==> config.mk <==
export PLATFORM = sky130hd
export DESIGN_NAME = rotor_substitution_cipher
export DESIGN_NICKNAME = d
export VERILOG_FILES = /design/src/rsc_pkg.sv /design/src/rotor_substitution_cipher.sv /design/src/rsc_cell.sv
export SDC_FILE = /design/constraint.sdc
export NUM_CORES = 1
export LEC_CHECK = 0
export BUFFER_PORTS_ARGS = -buffer_cell sky130_fd_sc_hd__buf_2
export CAP_MARGIN = 25
export CORE_MARGIN = 1.5
export CORE_UTILIZATION = 35
export DETAILED_ROUTE_END_ITERATION = 8
export PLACE_DENSITY = 0.61
export REMOVE_ABC_BUFFERS = 1
export SLEW_MARGIN = 25
export SYNTH_ARGS = -nofsm -noshare
export SYNTH_HDL_FRONTEND = slang
export SYNTH_SLANG_ARGS = --single-unit
==> constraint.sdc <==
create_clock -name i_clk -period 5.1 [get_ports i_clk]
set_clock_uncertainty 0.05 [all_clocks]
set_input_delay 1.02 -clock i_clk [delete_from_list [all_inputs] [get_ports i_clk]]
set_output_delay 1.02 -clock i_clk [all_outputs]
set_load 0.005 [all_outputs]
==> src/rsc_pkg.sv <==
// ---------------------------------------------------------------------------
// Rotor substitution cipher package
// Wiring tables, item and cell control types shared by the cipher modules.
// ---------------------------------------------------------------------------
package rsc_pkg;

    localparam int ALPHA       = 26;
    localparam int NUM_WIRINGS = 9;
    localparam int CFG_DATA_W  = 5;
    localparam int CFG_IDX_W   = 3;

    localparam logic [7:0] CHAR_A     = 8'h41;
    localparam logic [7:0] CHAR_Z     = 8'h5A;
    localparam logic [7:0] CHAR_SPACE = 8'h20;

    typedef logic [4:0] t_letter;
    typedef logic [3:0] t_sel;

    typedef enum logic [CFG_IDX_W-1:0] {
        CFG_ROTOR_COUNT = 3'd0,
        CFG_SEL_A       = 3'd1,
        CFG_SEL_B       = 3'd2,
        CFG_SEL_C       = 3'd3,
        CFG_SEL_D       = 3'd4,
        CFG_ROTATION    = 3'd5
    } t_cfg_idx;

    // One character in flight through the rotor chain.
    typedef struct packed {
        logic       decrypt;
        logic       is_letter;
        logic       bad;
        logic [7:0] ch;
        t_letter    idx;
    } t_item;

    // Per-cell rotor control, derived from the configuration registers.
    typedef struct packed {
        logic    active;
        t_sel    sel_fwd;
        t_sel    sel_inv;
        t_letter rot;
    } t_cell_cfg;

    typedef logic [NUM_WIRINGS-1:0][ALPHA-1:0][4:0] t_tab;

    localparam logic [0:NUM_WIRINGS-1][8*ALPHA-1:0] WIRING_STR = {
        "ABCDEFGHIJKLMNOPQRSTUVWXYZ",
        "EKMFLGDQVZNTOWYHXUSPAIBRCJ",
        "AJDKSIRUXBLHWTMCQGZNPYFVOE",
        "BDFHJLCPRTXVZNYEIWGAKMUSQO",
        "ESOVPZJAYQUIRHXLNFTGKDCMWB",
        "VZBRGITYUPSDNHLXAWMJQOFECK",
        "JPGVOUMFYQBENHZRDKASXLICTW",
        "NZJHGRCXMYSWBOUFAIVLPEKQDT",
        "FKQHTLXOCBJSPDZRAMEWNIUYGV"
    };

    // Forward table: position -> letter index.
    function automatic t_tab build_fwd();
        t_tab t;
        t = '0;
        for (int w = 0; w < NUM_WIRINGS; w++) begin
            for (int p = 0; p < ALPHA; p++) begin
                t[w][p] = 5'(WIRING_STR[w][8*(ALPHA-1-p) +: 8] - CHAR_A);
            end
        end
        return t;
    endfunction

    // Inverse table: letter index -> position.
    function automatic t_tab build_inv();
        t_tab f;
        t_tab t;
        f = build_fwd();
        t = '0;
        for (int w = 0; w < NUM_WIRINGS; w++) begin
            for (int p = 0; p < ALPHA; p++) begin
                t[w][f[w][p]] = 5'(p);
            end
        end
        return t;
    endfunction

    localparam t_tab FWD_TAB = build_fwd();
    localparam t_tab INV_TAB = build_inv();

endpackage

==> src/rotor_substitution_cipher.sv <==
// ---------------------------------------------------------------------------
// Rotor substitution cipher
// Streams characters through up to four rotated substitution rotors.
// ---------------------------------------------------------------------------
// The block takes one character request per cycle while o_in_stall is low and
// returns one result per request, in order. Each request goes through a row
// of MAX_ROTORS identical rotor cells, each one a register stage; cell k
// applies rotor k when encrypting and the inverse of rotor count-1-k when
// decrypting, and passes the character unchanged when k is beyond the active
// rotor count. The last cell's register is the output register, so a new
// request enters while a finished result waits, and o_in_stall rises only
// when every cell holds a request that the consumer has not yet taken.
// Spaces pass unchanged; anything that is not 'A'..'Z' or space passes
// unchanged with o_bad_char set. A rotor count above MAX_ROTORS acts as
// MAX_ROTORS, selectors 9..15 act as the identity wiring and a rotation of
// 26..31 is taken modulo 26. Write configuration only while no request is in
// flight.
// ---------------------------------------------------------------------------
module rotor_substitution_cipher #(
    parameter int MAX_ROTORS = 4
) (
    input  logic                             i_clk,
    input  logic                             i_rst_n,
    // configuration write port
    input  logic                             i_cfg_we,
    input  logic [rsc_pkg::CFG_IDX_W-1:0]    i_cfg_index,
    input  logic [rsc_pkg::CFG_DATA_W-1:0]   i_cfg_data,
    // request channel
    input  logic                             i_in_valid,
    output logic                             o_in_stall,
    input  logic                             i_req_type,
    input  logic [7:0]                       i_in_char,
    // result channel
    output logic                             o_out_valid,
    input  logic                             i_out_stall,
    output logic [7:0]                       o_out_char,
    output logic                             o_bad_char
);

    // Configuration registers
    logic [2:0]       r_rotor_count;
    rsc_pkg::t_sel    r_sel [4];
    rsc_pkg::t_letter r_rotation;

    // Derived rotor control
    logic [2:0]         count_c;
    rsc_pkg::t_letter   rot_c;
    rsc_pkg::t_sel      sel_c [4];
    rsc_pkg::t_cell_cfg cell_cfg [MAX_ROTORS];

    // Cell chain
    logic           chain_valid [MAX_ROTORS+1];
    logic           chain_ready [MAX_ROTORS+1];
    rsc_pkg::t_item chain_item  [MAX_ROTORS+1];
    rsc_pkg::t_item last_item;

    // Take configuration writes; unknown indexes are dropped.
    always_ff @(posedge i_clk) begin
        if (!i_rst_n) begin
            r_rotor_count <= '0;
            r_rotation    <= '0;
            for (int i = 0; i < 4; i++) begin
                r_sel[i] <= '0;
            end
        end else if (i_cfg_we) begin
            unique case (rsc_pkg::t_cfg_idx'(i_cfg_index))
                rsc_pkg::CFG_ROTOR_COUNT: begin
                    r_rotor_count <= i_cfg_data[2:0];
                end
                rsc_pkg::CFG_SEL_A: begin
                    r_sel[0] <= i_cfg_data[3:0];
                end
                rsc_pkg::CFG_SEL_B: begin
                    r_sel[1] <= i_cfg_data[3:0];
                end
                rsc_pkg::CFG_SEL_C: begin
                    r_sel[2] <= i_cfg_data[3:0];
                end
                rsc_pkg::CFG_SEL_D: begin
                    r_sel[3] <= i_cfg_data[3:0];
                end
                rsc_pkg::CFG_ROTATION: begin
                    r_rotation <= i_cfg_data;
                end
                default: begin
                end
            endcase
        end
    end

    // Clip the rotor count, fold the rotation into 0..25 and map unknown
    // selectors to the identity wiring.
    always_comb begin
        count_c = (r_rotor_count > 3'(MAX_ROTORS)) ? 3'(MAX_ROTORS) : r_rotor_count;
        rot_c   = (r_rotation >= 5'(rsc_pkg::ALPHA)) ?
                  r_rotation - 5'(rsc_pkg::ALPHA) : r_rotation;
        for (int i = 0; i < 4; i++) begin
            sel_c[i] = (r_sel[i] >= 4'(rsc_pkg::NUM_WIRINGS)) ? '0 : r_sel[i];
        end
    end

    // Cell k runs rotor k forward, or rotor count-1-k in reverse.
    for (genvar k = 0; k < MAX_ROTORS; k++) begin : g_cfg
        logic [2:0] dec_slot;
        assign dec_slot            = count_c - 3'(k) - 3'd1;
        assign cell_cfg[k].active  = 3'(k) < count_c;
        assign cell_cfg[k].sel_fwd = sel_c[k];
        assign cell_cfg[k].sel_inv = sel_c[dec_slot[1:0]];
        assign cell_cfg[k].rot     = rot_c;
    end

    // Classify the incoming character.
    always_comb begin
        chain_item[0].decrypt   = i_req_type;
        chain_item[0].ch        = i_in_char;
        chain_item[0].is_letter = (i_in_char >= rsc_pkg::CHAR_A) &&
                                  (i_in_char <= rsc_pkg::CHAR_Z);
        chain_item[0].bad       = !chain_item[0].is_letter &&
                                  (i_in_char != rsc_pkg::CHAR_SPACE);
        chain_item[0].idx       = 5'(i_in_char - rsc_pkg::CHAR_A);
    end

    assign chain_valid[0] = i_in_valid;
    assign o_in_stall     = !chain_ready[0];

    for (genvar k = 0; k < MAX_ROTORS; k++) begin : g_cell
        rsc_cell u_cell (
            .i_clk   (i_clk),
            .i_rst_n (i_rst_n),
            .i_cfg   (cell_cfg[k]),
            .i_valid (chain_valid[k]),
            .i_item  (chain_item[k]),
            .o_ready (chain_ready[k]),
            .o_valid (chain_valid[k+1]),
            .o_item  (chain_item[k+1]),
            .i_ready (chain_ready[k+1])
        );
    end

    // The last cell holds the result until the consumer takes it.
    assign chain_ready[MAX_ROTORS] = !i_out_stall;
    assign last_item               = chain_item[MAX_ROTORS];
    assign o_out_valid             = chain_valid[MAX_ROTORS];
    assign o_out_char = last_item.is_letter ?
                        (8'(last_item.idx) + rsc_pkg::CHAR_A) : last_item.ch;
    assign o_bad_char = last_item.bad;

endmodule

==> src/rsc_cell.sv <==
// ---------------------------------------------------------------------------
// Rotor cell
// One pipeline stage that pushes a letter through one rotated rotor.
// ---------------------------------------------------------------------------
module rsc_cell (
    input  logic               i_clk,
    input  logic               i_rst_n,
    input  rsc_pkg::t_cell_cfg i_cfg,
    input  logic               i_valid,
    input  rsc_pkg::t_item     i_item,
    output logic               o_ready,
    output logic               o_valid,
    output rsc_pkg::t_item     o_item,
    input  logic               i_ready
);

    logic           r_valid;
    rsc_pkg::t_item r_item;
    rsc_pkg::t_item n_item;
    logic [5:0]     pos_fwd;
    logic [5:0]     sum_inv;
    rsc_pkg::t_letter fwd_idx;
    rsc_pkg::t_letter inv_idx;

    assign o_ready = !r_valid || i_ready;

    always_comb begin
        // Forward: position (x - rot) mod 26 of the wiring.
        if (i_item.idx >= i_cfg.rot) begin
            pos_fwd = {1'b0, i_item.idx} - {1'b0, i_cfg.rot};
        end else begin
            pos_fwd = {1'b0, i_item.idx} + 6'(rsc_pkg::ALPHA) - {1'b0, i_cfg.rot};
        end
        fwd_idx = rsc_pkg::FWD_TAB[i_cfg.sel_fwd][pos_fwd[4:0]];

        // Inverse: (position of letter + rot) mod 26.
        sum_inv = {1'b0, rsc_pkg::INV_TAB[i_cfg.sel_inv][i_item.idx]} + {1'b0, i_cfg.rot};
        if (sum_inv >= 6'(rsc_pkg::ALPHA)) begin
            sum_inv = sum_inv - 6'(rsc_pkg::ALPHA);
        end
        inv_idx = sum_inv[4:0];

        n_item = i_item;
        if (i_cfg.active && i_item.is_letter) begin
            n_item.idx = i_item.decrypt ? inv_idx : fwd_idx;
        end
    end

    always_ff @(posedge i_clk) begin
        if (!i_rst_n) begin
            r_valid <= 1'b0;
        end else if (o_ready) begin
            r_valid <= i_valid;
        end
    end

    always_ff @(posedge i_clk) begin
        if (o_ready && i_valid) begin
            r_item <= n_item;
        end
    end

    assign o_valid = r_valid;
    assign o_item  = r_item;

endmodule

==> results.sh <==
export IMPL_worstSetupStartpoint="r_rotor_count[0]"
export IMPL_crit_arrival_ns=5.27
export IMPL_synth_simple_gate_area_share_pct=23.8
export IMPL_clock_sinks=91
export IMPL_power_frac_clock_pct=13.2
export IMPL_dp_hpwl_mm=75.3
export IMPL_period_minus_slack_ns=5.12
export IMPL_path_clk_slew_ns=0.08
export IMPL_swShare_pct=49.3
export IMPL_worst_slack_ns=-0.0158
export IMPL_finalHoldViolCount=0
export IMPL_end_kind="register"
export IMPL_hp_start="g_cell[2].u_cell.o_item[12]"
export IMPL_clock_path_buffers=2
export IMPL_powerDensity_nw_per_um2=189
export IMPL_antenna_found_initial=0
export IMPL_synth_compound_area_share_pct=38.9
export IMPL_num_vias=29491
export IMPL_path_max_fanout=6
export IMPL_synth_top_cell_area_share_pct=10.4
export IMPL_async_flop_share_pct=0
export IMPL_fin_nets=3849
export IMPL_grt_pass1_vias=26622
export IMPL_dp_slack_ns=-0.221
export IMPL_tightest_slew_ns=0.990
export IMPL_place_inst=4452
export IMPL_grt_busiest_layer="met2"
export IMPL_core_area_sq_um=64500
export IMPL_crit_type="register to register"
export IMPL_wl_mm=102
export IMPL_die_h_um=259
export IMPL_die_area_sq_um=66900
export IMPL_grt_util_met2_pct=44.7
export IMPL_violations="setup timing"
export IMPL_ys_top_cells_by_area="edfxtp_1 10%, ha_1 9.1%, a21oi_1 7.0%"
export IMPL_cts_inserted_buffers=9
export IMPL_status="complete, but fails checks"
export IMPL_num_rows=93
export IMPL_p_leak_nw=11.2
export IMPL_intPower_mw=2.72
export IMPL_ys_seq_area_share_pct=11.4
export IMPL_fill_cells=6625
export IMPL_placed_area_sq_um=26800
export IMPL_synthesis_area_sq_um=22900
export IMPL_overflow=0
export IMPL_synth_cell_types=96
export IMPL_fp_dieW_um=259
export IMPL_port_buffers=32
export IMPL_htreeDepth=3
export IMPL_maxCapViolCount=0
export IMPL_fmax_mhz=195
export IMPL_netlist_top_cell_by_area="edfxtp_1"
export IMPL_pwr_share_comb_pct=70.4
export IMPL_cts_tree="done"
export IMPL_use_met1_pct=39.2
export IMPL_synthXorXnorAreaFrac_pct=1.99
export IMPL_hp_class="register to register"
export IMPL_pwr_share_seq_pct=16.4
export IMPL_boundaryPins=33
export IMPL_root_buffer="clkbuf_16"
export IMPL_setup_viol_count_final=2
export IMPL_firstDrtPassIters=7
export IMPL_synth_edf_count=79
export IMPL_avgRoutedWirePerCell_um=22.7
export IMPL_rr_startpoint="r_rotor_count[0]"
export IMPL_clock_latency_ns=0.37
export IMPL_syn_inst=3392
export IMPL_diodes=0
export IMPL_critPathLaunchType="register"
export IMPL_syn2layout_area_growth_pct=23.8
export IMPL_gp_congestion=1.03
export IMPL_antenna_left=0
export IMPL_netSwitchingPower_mw=2.64
export IMPL_grtUsageTotal_pct=28.8
export IMPL_ys_ff_latch=91
export IMPL_grt_max_degree=94
export IMPL_ir_drop_uv=167
export IMPL_finalCritPeriodShare_pct=100
export IMPL_grt_pass1_wl_mm=156
export IMPL_synth_main_ff_cell="edfxtp_1"
export IMPL_synth_top_family_by_area="compound AO/OA/AOI/OAI gates"
export IMPL_rsz0062_at_grt="true"
export IMPL_design_area_sq_um=28300
export IMPL_synthMuxAreaShare_pct=5.35
export IMPL_drtIter0Drc=4786
export IMPL_vias_per_cell=6.55
export IMPL_required_ns=5.26
export IMPL_slew_headroom_pct=33.6
export IMPL_post_route_util_pct=43.9
export IMPL_gr_usage_met3_pct=4.41
export IMPL_synth_fa_ha_area_share_pct=10.5
export IMPL_synth_avg_cell_area_sq_um=6.74
export IMPL_synth_warnings=0
export IMPL_drc=0
export IMPL_initial_core_util_pct=35.5
export IMPL_final_cells=4505
export IMPL_finalMaxSlewViolations=0
export IMPL_finalPower_mw=5.36
export IMPL_drive_gt1_share_pct=22.6
cells in the mapped netlist, types with 31 or more instances:
cell and n:
o22ai_1 40, a221oi_1 33, o311ai_0 41, a21oi_1 322, clkbuf_1 229, nand3_1 98, o21ai_0 301, a311oi_1 34
inv_1 109, nor2b_1 31, ha_1 166, a211oi_1 71, nand2_1 360, nand2b_1 43, nor2_1 316, xnor2_1 33
o221ai_1 34, nor3_1 111, buf_2 46, mux2i_1 64, and2_1 42, edfxtp_1 79, o211ai_1 67, a31oi_1 116
flip-flops by register name, indices dropped and copies added (netlist names):
register,cells
r_rotor_count,3
g_cell.u_cell.o_item,63
r_rotation,5
g_cell.u_cell.o_valid,4
r_sel,16
cells by family (layout without fill, tap and decap cells):
kind of cell	after synthesis	in the layout
and+or+nand+nor	1160	1160
AOI/OAI and AO/OA	1362	1362
DFF	91	91
xor gates and xnor gates	52	52
adders and majority gates	182	182
buffers and inverters	446	704
muxes	99	99
repair_timing:
action	in CTS	in global routing
gates resized for setup	63	174
buffers inserted	12	26
endpoints found under the setup margin	15	19
gates cloned	0	0
hold endpoints to repair	0	0
hold buffers	0	0
pin swaps	12	85
power by group through the flow:
stage          Sequential, mW  Clock (mW)  Combinational (mW)
5_1_grt                 0.881       0.740                4.03
3_3_place_gp            0.893           0                3.48
4_1_cts                 0.876       0.712                3.51
2_1_floorplan           0.931           0                1.98
6_report                0.878       0.709                3.78
3_5_place_dp            0.893           0                3.44
worst max-delay path: stages (launching register included):
cell,delay (ns)
dfxtp_2,0.34
buf_6,0.11
nor2b_4,0.24
buf_4,0.16
buf_6,0.11
mux4_2,0.65
buf_6,0.19
buf_4,0.17
ha_1,0.21
buf_4,0.17
o211ai_1,0.17
o21ai_1,0.10
o21ai_1,0.15
a211o_1,0.16
nand3_2,0.08
ha_2,0.20
fa_2,0.37
a21o_1,0.21
a21oi_2,0.19
xnor2_2,0.14
inv_1,0.07
o21ai_2,0.15
buf_6,0.13
mux2i_1,0.17
o22ai_1,0.10
a31oi_1,0.16
per-stage QoR:
| stage | setup TNS [ns] | hold slack (ns) |
|---|---|---|
| after global routing | -1.63 | 0.375 |
| final | -0.0196 | 0.358 |
| after detailed placement | -2.11 | 0.355 |
| after floorplan | -28.96 | 0.350 |
| after CTS | 0 | 0.359 |
| after global placement | -1.30 | 0.352 |
worst paths after layout:
path / to / depth (start not counted) / slack (ns)
worst min register to register: g_cell[3].u_cell.o_item[12] / 0 / 0.36
worst min-delay path: g_cell[3].u_cell.o_item[12] / 0 / 0.36
worst max register to register: g_cell[0].u_cell.o_item[2] / 25 / -0.02
worst max-delay path: g_cell[0].u_cell.o_item[2] / 25 / -0.02
layout by cell type (no fill, tap or decap), types with 20 or more instances in the layout:
cell / synthesis / layout
o31ai_1: 28 / 25
o221ai_1: 34 / 34
nand2b_1: 43 / 35
nand4_1: 27 / 27
a221oi_1: 33 / 26
buf_12: 0 / 20
nor3_1: 111 / 103
a21o_1: 28 / 28
ha_1: 166 / 135
inv_1: 109 / 105
o2111ai_1: 22 / 22
o21ai_1: 13 / 27
and2_1: 42 / 42
buf_4: 16 / 490
o22ai_1: 40 / 38
and3_1: 26 / 26
a211oi_1: 71 / 66
a31oi_1: 116 / 115
edfxtp_1: 79 / 79
o21a_1: 22 / 20
o211ai_1: 67 / 67
a311oi_1: 34 / 33
a21oi_2: 2 / 21
nand2_1: 360 / 351
o311ai_0: 41 / 34
nor2b_1: 31 / 26
buf_2: 46 / 32
or3_1: 21 / 20
a21oi_1: 322 / 301
buf_6: 6 / 24
nand3_1: 98 / 97
o21ai_0: 301 / 285
mux2i_1: 64 / 61
nor2_1: 316 / 307
xnor2_1: 33 / 24
final cells by class:
cell class / count / area, sq um / area share, %
Clock buffer: 9 / 225 / 0.795
Clock inverter: 7 / 76.3 / 0.270
Inverter: 122 / 468 / 1.65
Multi-Input combinational cell: 2855 / 19300 / 68.3
Sequential cell: 91 / 2620 / 9.24
Tap cell: 855 / 1070 / 3.78
Timing Repair Buffer: 566 / 4510 / 15.9
metal layers:
metal  part of all wire [%]  vias up
met1                     41    13680
li1                       -    13372
met5                      0        -
met3                     10      406
met4                    5.3        0
met2                     44     2033
(Power assumes the default switching activity.)
